--- config.mk ---
export PLATFORM = sky130hd
export DESIGN_NAME = utf8_validate_trim_bounds_unit
export DESIGN_NICKNAME = d
export VERILOG_FILES = /design/src/sv/u8vtb_pkg.sv /design/src/sv/u8vtb_step.sv /design/src/sv/u8vtb_out_reg.sv /design/src/sv/utf8_validate_trim_bounds_unit.sv
export VERILOG_INCLUDE_DIRS = /design/src /design/src/sv
export SDC_FILE = /design/constraint.sdc
export NUM_CORES = 1
export LEC_CHECK = 0
export ABC_AREA = 1
export BUFFER_PORTS_ARGS = -buffer_cell sky130_fd_sc_hd__buf_2
export CAP_MARGIN = 30
export CORE_MARGIN = 3
export CORE_UTILIZATION = 44
export CTS_BUF_LIST = sky130_fd_sc_hd__clkbuf_8
export DETAILED_ROUTE_END_ITERATION = 10
export SLEW_MARGIN = 40
export SYNTH_ARGS = -nofsm -noshare
export SYNTH_HDL_FRONTEND = slang
export SYNTH_SLANG_ARGS = --single-unit
--- constraint.sdc ---
create_clock -name clk -period 5.2 [get_ports clk]
set_input_delay 1.04 -clock clk [delete_from_list [all_inputs] [get_ports clk]]
set_output_delay 1.04 -clock clk [all_outputs]
set_load 0.005 [all_outputs]
--- src/sv/utf8_validate_trim_bounds_unit_assert.svh ---
// Assertion macros shared by the validator RTL; they compile to nothing in synthesis.
`ifndef UTF8_VALIDATE_TRIM_BOUNDS_UNIT_ASSERT_SVH
`define UTF8_VALIDATE_TRIM_BOUNDS_UNIT_ASSERT_SVH

`ifndef SYNTHESIS
`define U8VTB_ASSERT_IMPLIES(label, ante, cons) \
    label: assert property (@(posedge clk) disable iff (!rst_n) (ante) |-> (cons)) \
        else $error("u8vtb assertion failed");
`define U8VTB_ASSERT_NEXT(label, ante, cons) \
    label: assert property (@(posedge clk) disable iff (!rst_n) (ante) |=> (cons)) \
        else $error("u8vtb assertion failed");
`else
`define U8VTB_ASSERT_IMPLIES(label, ante, cons)
`define U8VTB_ASSERT_NEXT(label, ante, cons)
`endif

`endif

--- src/sv/u8vtb_pkg.sv ---
// Types, constants and the whitespace classifier for the UTF-8 trim validator.
package u8vtb_pkg;

    typedef enum logic [1:0] {
        SEQ_NONE  = 2'd0,
        SEQ_TWO   = 2'd1,
        SEQ_THREE = 2'd2,
        SEQ_FOUR  = 2'd3
    } seq_class_t;

    localparam logic [20:0] CP_MAX     = 21'h10FFFF;
    localparam logic [20:0] SURR_LO    = 21'h00D800;
    localparam logic [20:0] SURR_HI    = 21'h00DFFF;
    localparam logic [20:0] MIN_TWO    = 21'h000080;
    localparam logic [20:0] MIN_THREE  = 21'h000800;
    localparam logic [20:0] MIN_FOUR   = 21'h010000;
    localparam logic [15:0] OFFSET_TOP = 16'hFFFF;

    typedef struct packed {
        logic [15:0] byte_offset;
        logic [15:0] first_position;
        logic [15:0] last_end;
        logic        seen_nonspace;
        logic [1:0]  bytes_pending;
        logic [20:0] code_accumulator;
        seq_class_t  sequence_class;
        logic [15:0] sequence_start;
        logic        error_seen;
    } scan_state_t;

    typedef struct packed {
        logic        valid_res;
        logic [15:0] trim_start;
        logic [15:0] trim_length;
    } result_t;

    function automatic logic is_space(input logic [20:0] cp);
        return (cp >= 21'd9 && cp <= 21'd13) || cp == 21'd32 || cp == 21'd160 ||
            cp == 21'd5760 || (cp >= 21'd8192 && cp <= 21'd8202) ||
            cp == 21'd8232 || cp == 21'd8233 || cp == 21'd8239 ||
            cp == 21'd8287 || cp == 21'd12288 || cp == 21'd65279;
    endfunction

endpackage

--- src/sv/u8vtb_step.sv ---
// Next-state and result logic for one registered byte item.
module u8vtb_step #(
    parameter logic [16:0] LEN_CAP = 17'h10000
) (
    input  u8vtb_pkg::scan_state_t cur,
    input  logic [7:0]             data_byte,
    input  logic                   is_last,
    input  logic                   is_empty,
    output u8vtb_pkg::scan_state_t nxt,
    output logic                   emit,
    output u8vtb_pkg::result_t     res
);
    import u8vtb_pkg::*;

    logic [15:0] pos;
    logic [15:0] pos_inc;
    logic        err;
    logic        fin;
    logic [20:0] fin_cp;
    logic [15:0] fin_start;
    logic [20:0] acc_shift;
    logic [20:0] cp_min;
    logic        ok;

    assign pos       = cur.byte_offset;
    assign pos_inc   = pos + 16'd1;
    assign acc_shift = {cur.code_accumulator[14:0], data_byte[5:0]};

    always_comb
    begin
        unique case (cur.sequence_class)
            SEQ_NONE:  cp_min = MIN_TWO;
            SEQ_TWO:   cp_min = MIN_TWO;
            SEQ_THREE: cp_min = MIN_THREE;
            SEQ_FOUR:  cp_min = MIN_FOUR;
        endcase
    end

    always_comb
    begin
        nxt       = cur;
        err       = cur.error_seen;
        fin       = 1'b0;
        fin_cp    = '0;
        fin_start = '0;
        emit      = 1'b0;
        res       = '0;
        ok        = 1'b0;
        if (is_empty)
        begin
            nxt           = '0;
            emit          = 1'b1;
            res.valid_res = 1'b1;
        end
        else
        begin
            if (pos == OFFSET_TOP || {1'b0, pos} >= LEN_CAP)
            begin
                err = 1'b1;
            end
            if (pos != OFFSET_TOP)
            begin
                nxt.byte_offset = pos_inc;
            end
            if (!err)
            begin
                if (cur.bytes_pending == 2'd0)
                begin
                    priority if (data_byte >= 8'd1 && data_byte <= 8'd127)
                    begin
                        fin       = 1'b1;
                        fin_cp    = {13'd0, data_byte};
                        fin_start = pos;
                    end
                    else if (data_byte >= 8'd194 && data_byte <= 8'd223)
                    begin
                        nxt.bytes_pending    = 2'd1;
                        nxt.code_accumulator = {16'd0, data_byte[4:0]};
                        nxt.sequence_class   = SEQ_TWO;
                        nxt.sequence_start   = pos;
                    end
                    else if (data_byte >= 8'd224 && data_byte <= 8'd239)
                    begin
                        nxt.bytes_pending    = 2'd2;
                        nxt.code_accumulator = {17'd0, data_byte[3:0]};
                        nxt.sequence_class   = SEQ_THREE;
                        nxt.sequence_start   = pos;
                    end
                    else if (data_byte >= 8'd240 && data_byte <= 8'd244)
                    begin
                        nxt.bytes_pending    = 2'd3;
                        nxt.code_accumulator = {18'd0, data_byte[2:0]};
                        nxt.sequence_class   = SEQ_FOUR;
                        nxt.sequence_start   = pos;
                    end
                    else
                    begin
                        err = 1'b1;
                    end
                end
                else if (data_byte[7:6] != 2'b10)
                begin
                    err = 1'b1;
                end
                else
                begin
                    nxt.code_accumulator = acc_shift;
                    nxt.bytes_pending    = cur.bytes_pending - 2'd1;
                    if (cur.bytes_pending == 2'd1)
                    begin
                        // Overlong forms, surrogates and out-of-range values end here.
                        if (acc_shift < cp_min || acc_shift > CP_MAX ||
                            (acc_shift >= SURR_LO && acc_shift <= SURR_HI))
                        begin
                            err = 1'b1;
                        end
                        else
                        begin
                            fin       = 1'b1;
                            fin_cp    = acc_shift;
                            fin_start = cur.sequence_start;
                        end
                    end
                end
            end
            if (fin && !is_space(fin_cp))
            begin
                if (!cur.seen_nonspace)
                begin
                    nxt.first_position = fin_start;
                    nxt.seen_nonspace  = 1'b1;
                end
                nxt.last_end = pos_inc;
            end
            nxt.error_seen = err;
            if (is_last)
            begin
                emit          = 1'b1;
                ok            = !err && nxt.bytes_pending == 2'd0;
                res.valid_res = ok;
                if (ok && nxt.seen_nonspace)
                begin
                    res.trim_start  = nxt.first_position;
                    res.trim_length = nxt.last_end - nxt.first_position;
                end
                nxt = '0;
            end
        end
    end

endmodule

--- src/sv/u8vtb_out_reg.sv ---
// Result register that holds one finished item until the consumer takes it.
module u8vtb_out_reg (
    input  logic               clk,
    input  logic               rst_n,
    input  logic               load,
    input  u8vtb_pkg::result_t res,
    input  logic               out_stall,
    output logic               out_valid,
    output logic               out_free,
    output logic               valid_res,
    output logic [15:0]        trim_start,
    output logic [15:0]        trim_length
);
    import u8vtb_pkg::*;

    logic    out_valid_reg;
    logic    out_valid_next;
    result_t res_reg;

    assign out_free = !out_valid_reg || !out_stall;

    always_comb
    begin
        out_valid_next = out_valid_reg;
        if (load)
        begin
            out_valid_next = 1'b1;
        end
        else if (!out_stall)
        begin
            out_valid_next = 1'b0;
        end
    end

    always_ff @(posedge clk or negedge rst_n)
    begin
        if (!rst_n)
        begin
            out_valid_reg <= 1'b0;
        end
        else
        begin
            out_valid_reg <= out_valid_next;
        end
    end

    always_ff @(posedge clk)
    begin
        if (load)
        begin
            res_reg <= res;
        end
    end

    assign out_valid   = out_valid_reg;
    assign valid_res   = res_reg.valid_res;
    assign trim_start  = res_reg.trim_start;
    assign trim_length = res_reg.trim_length;

endmodule

--- src/sv/utf8_validate_trim_bounds_unit.sv ---
// Top level of the streaming strict UTF-8 validator with whitespace trim bounds.
//
//   Channel | Handshake          | Payload
//   --------+--------------------+------------------------------------------
//   in      | in_valid, in_stall | data_byte[7:0], is_last, is_empty
//   out     | out_valid, out_stall | valid_res, trim_start[15:0], trim_length[15:0]
//
// One byte item is taken per cycle while in_stall is low. An item is held in the input
// register, where its decode updates the scan state and, on a last or empty item, loads the
// result register, from which the result is presented.
// Reset clears the scan state and both valid flags; no clearing pass is needed.
// Only an item that ends a string waits on a full, stalled result register;
// in_stall is raised then and other items keep flowing.
`include "utf8_validate_trim_bounds_unit_assert.svh"

module utf8_validate_trim_bounds_unit #(
    parameter longint unsigned MAX_LENGTH = 65535
) (
    input  logic        clk,
    input  logic        rst_n,
    input  logic        in_valid,
    output logic        in_stall,
    input  logic [7:0]  data_byte,
    input  logic        is_last,
    input  logic        is_empty,
    output logic        out_valid,
    input  logic        out_stall,
    output logic        valid_res,
    output logic [15:0] trim_start,
    output logic [15:0] trim_length
);
    import u8vtb_pkg::*;

    // Offsets are 16 bits, so a limit above 65536 never binds before the offset cap.
    localparam logic [16:0] LEN_CAP =
        (MAX_LENGTH > 64'd65536) ? 17'h10000 : 17'(MAX_LENGTH);

    logic        s1_valid_reg;
    logic        s1_valid_next;
    logic [7:0]  s1_byte_reg;
    logic        s1_last_reg;
    logic        s1_empty_reg;
    scan_state_t state_reg;
    scan_state_t state_next;
    logic        emit;
    result_t     step_res;
    logic        out_free;
    logic        s1_advance;
    logic        in_accept;

    u8vtb_step #(
        .LEN_CAP(LEN_CAP)
    ) u_step (
        .cur       (state_reg),
        .data_byte (s1_byte_reg),
        .is_last   (s1_last_reg),
        .is_empty  (s1_empty_reg),
        .nxt       (state_next),
        .emit      (emit),
        .res       (step_res)
    );

    u8vtb_out_reg u_out_reg (
        .clk         (clk),
        .rst_n       (rst_n),
        .load        (s1_advance && emit),
        .res         (step_res),
        .out_stall   (out_stall),
        .out_valid   (out_valid),
        .out_free    (out_free),
        .valid_res   (valid_res),
        .trim_start  (trim_start),
        .trim_length (trim_length)
    );

    assign s1_advance    = s1_valid_reg && (!emit || out_free);
    assign in_stall      = s1_valid_reg && emit && !out_free;
    assign in_accept     = in_valid && !in_stall;
    assign s1_valid_next = in_stall ? s1_valid_reg : in_valid;

    always_ff @(posedge clk or negedge rst_n)
    begin
        if (!rst_n)
        begin
            s1_valid_reg <= 1'b0;
            state_reg    <= '0;
        end
        else
        begin
            s1_valid_reg <= s1_valid_next;
            if (s1_advance)
            begin
                state_reg <= state_next;
            end
        end
    end

    always_ff @(posedge clk)
    begin
        if (in_accept)
        begin
            s1_byte_reg  <= data_byte;
            s1_last_reg  <= is_last;
            s1_empty_reg <= is_empty;
        end
    end

    `U8VTB_ASSERT_IMPLIES(a_stall_only_when_out_blocked, in_stall, out_valid && out_stall)
    `U8VTB_ASSERT_NEXT(a_state_clear_after_result, s1_advance && emit, state_reg == '0)
    `U8VTB_ASSERT_IMPLIES(a_invalid_has_no_bounds, out_valid && !valid_res, {trim_start, trim_length} == '0)
    `U8VTB_ASSERT_IMPLIES(a_pending_has_class, state_reg.bytes_pending != 2'd0, state_reg.sequence_class != SEQ_NONE)

endmodule
==> qor.txt <==
Aggregate global-route resource usage: 21.3%
Sum of negative setup slack: 0 ns
Vias in the first global route: 6637
PortBufs: 48
Pin count of the biggest net entering global routing: 46
Part of the power in combinational logic: 31.2%
Floorplan Core Area: 17500 um^2
Instance area at placement: 8350 um^2
Share of final-layout standard cells stronger than drive strength 1: 14.1%
Post-route DRC violation count: 0
Leakage Power: 4.06 nW
Detail-routed net length per standard cell: 15.4 um
Fillcell total: 1727
Run status: complete, no violations
Net count reported at finish: 1109
Max FFs per register: 85
Post-Route WL: 20300 um
CTS buffer count: 17
Ys Warns: 0
Critical Path RT: 5.43 ns
Most numerous cell in the Yosys netlist: sky130_fd_sc_hd__nand2_1
Clock tree from TritonCTS: yes
Iteration count of the initial detailed-routing pass: 5
Non-filler instance count after layout: 1320
Hpwl dp: 14600 um
Switching power of the nets: 1.17 mW
Total congestion overflow after global routing: 0
Time the final worst path needs with I/O delays and setup: 4.56 ns
Boundary Pins: 49
Worst Slack Setup Final: 0.641 ns
Setup clock skew after layout: 0.0135 ns
Die W: 140 um
Worst min-delay path category: flip-flop to flip-flop
Count of flip-flops with a built-in enable after synthesis: 43
Cell-internal power: 1.91 mW
Post-synthesis net count: 1066
Dominant register cell in the synthesized netlist: sky130_fd_sc_hd__dfrtp_1
Worst path max stage delay: 0.42 ns
Fraction of the core area covered by cells at the end of the flow: 50.3%
Overall Power: 3.08 mW
Post-synthesis instance area: 7950 um^2
Slowest cell on crit path: sky130_fd_sc_hd__dfrtp_1
Max_slew headroom: 48.8%
Routed via count divided by cell count: 5.34
Count of unique library cells instantiated by Yosys: 53
Critical path arrival: 4.79 ns
Clock transition at the registers of the reported paths: 0.09 ns
RSZ-0062 raised after global routing: false
Total number of vias: 7051
Setup-violating endpoint count in the final report: 0
Clk sink count: 130
Maximum clock path buffer count: 2
Number of setup buffers added after CTS: 0
Final instance area: 8800 um^2
Final GP Congestion: 0.906
Synth area leaders: sky130_fd_sc_hd__dfrtp_1 27%, sky130_fd_sc_hd__edfxtp_1 16%, sky130_fd_sc_hd__nand2_1 11%
Max-slew violation count: 0
Top cell type's share of synthesized area: 27.4%
Global-route wire length before repair: 34000 um
Cell at the root of the clock tree: sky130_fd_sc_hd__clkbuf_8
Max Cap Viol: 0
Worst Setup Slack post-DPL: 0.476 ns
Growth of design area from synthesis to finish: 10.7%
Type of element capturing the critical path: flip-flop
Antenna violations before repair: 0
Later-pin clock latency in the skew report: 0.47 ns
Fraction of power consumed by sequential logic: 37.7%
ANT cells: 0
Period Utilization, post-route: 87.7%
Area leader, netlist: sky130_fd_sc_hd__dfrtp_1
Transition at the pin with the smallest max-transition slack: 0.765 ns
Antenna viol nets, final: 0
Floorplan row count: 48
Peak fanout along the critical path: 23
Cell count after synthesis: 1039
DIE HEIGHT: 140 um
Pwr Density: 350 nW/um^2
Register bit total from synthesis: 130
Final hold violation count: 0
1st-iter DRT viols: 633
Power share of the clock group: 31.1%
Initial Utilization: 45.5%
Switching Share: 38.1%
Maximum clock frequency: 219 MHz
Worst Path Class, Setup: flip-flop to flip-flop
Total Die Area: 19700 um^2
CTS H-tree lvls: 4
Total instance count after detailed placement: 1288
Leading post-synthesis cells by instance count: 242 x sky130_fd_sc_hd__nand2_1, 141 x sky130_fd_sc_hd__inv_1, 103 x sky130_fd_sc_hd__nor2_1, 87 x sky130_fd_sc_hd__dfrtp_1
Worst-case vdd ir drop: 0.171 mV
Avg Inst Size Synth: 7.65 um^2
Portion of the post-synthesis area used by sequential elements: 43.7%
FFs w/ async S/R, synth: 66.9%
Minimum hold slack: 0.499 ns
Worst setup SP type: flip-flop
power by group through the flow:
stage | Combinational [mW] | Clock, mW | Sequential [mW]
floorplan | 0.745 | 0 | 1.18
global placement | 0.946 | 0 | 1.18
detailed placement | 0.947 | 0 | 1.18
CTS | 0.952 | 0.971 | 1.16
global route | 1.09 | 1.01 | 1.17
finish | 0.961 | 0.956 | 1.16
layout make-up:
| cell class | count | area, um^2 | area share, % |
|---|---|---|---|
| Inverter | 159 | 599 | 6.81 |
| Clock inverter | 15 | 194 | 2.20 |
| Multi-Input combinational cell | 717 | 3710 | 42.2 |
| Timing Repair Buffer | 57 | 310 | 3.53 |
| Tap cell | 225 | 282 | 3.20 |
| Sequential cell | 130 | 3470 | 39.4 |
| Clock buffer | 17 | 234 | 2.66 |
cell families after synthesis:
kind of cell	Yosys count	share of synthesized area, %
mux	9	1.15
xor+xnor	8	0.882
fa+ha+maj	13	2.05
compound gates	192	14.3
flops	130	43.7
simple gates	495	28.0
buf+inv	192	9.98
what timing repair did:
action,CTS,global route
setup endpoints to repair,0,13
gates resized for setup,0,5
hold buffers,0,0
worst paths after layout:
check / start / end / slack, ns / cells after the start
worst max-delay path: state_reg[40]$_DFFE_PN0P_ / u_out_reg.trim_length[13]$_SDFFCE_PP0P_ / 0.64 / 29
worst min-delay path: state_reg[70]$_DFFE_PN0P_ / state_reg[70]$_DFFE_PN0P_ / 0.50 / 2
worst max register to register: state_reg[40]$_DFFE_PN0P_ / u_out_reg.trim_length[13]$_SDFFCE_PP0P_ / 0.64 / 29
worst min register to register: state_reg[70]$_DFFE_PN0P_ / state_reg[70]$_DFFE_PN0P_ / 0.50 / 2
max in group asynchronous: rst_n / state_reg[65]$_DFFE_PN0P_ / 3.59 / 2
min in group asynchronous: rst_n / state_reg[23]$_DFFE_PN0P_ / 0.58 / 1
routing by layer:
metal  GRT usage (%)  routed length [um]
met5               0                   0
met4            6.94                 284
met3            3.99                1320
met2            31.3                8730
met1            31.6                9940
layout by cell type, fill, tap and decap left out, types with 17 or more instances in the layout:
cell	n
sky130_fd_sc_hd__nand2_1	241
sky130_fd_sc_hd__a21oi_1	24
sky130_fd_sc_hd__dfrtp_1	87
sky130_fd_sc_hd__o21ai_0	63
sky130_fd_sc_hd__nand3_1	70
sky130_fd_sc_hd__edfxtp_1	43
sky130_fd_sc_hd__o22ai_1	70
sky130_fd_sc_hd__nand2_2	17
sky130_fd_sc_hd__inv_1	140
sky130_fd_sc_hd__buf_2	47
sky130_fd_sc_hd__nor2_1	101
sky130_fd_sc_hd__clkbuf_8	17
worst max-delay path, delay by kind of cell, from the launching register on:
family / cells / cell delay [ns]
AND/OR/NAND/NOR: 17 / 1.93
flip-flops: 1 / 0.42
AO/OA/AOI/OAI: 2 / 0.34
buffers and inverters: 7 / 0.61
adder cells (fa/ha/maj): 2 / 0.67
multiplexers: 1 / 0.35
(Power assumes the default switching activity.)
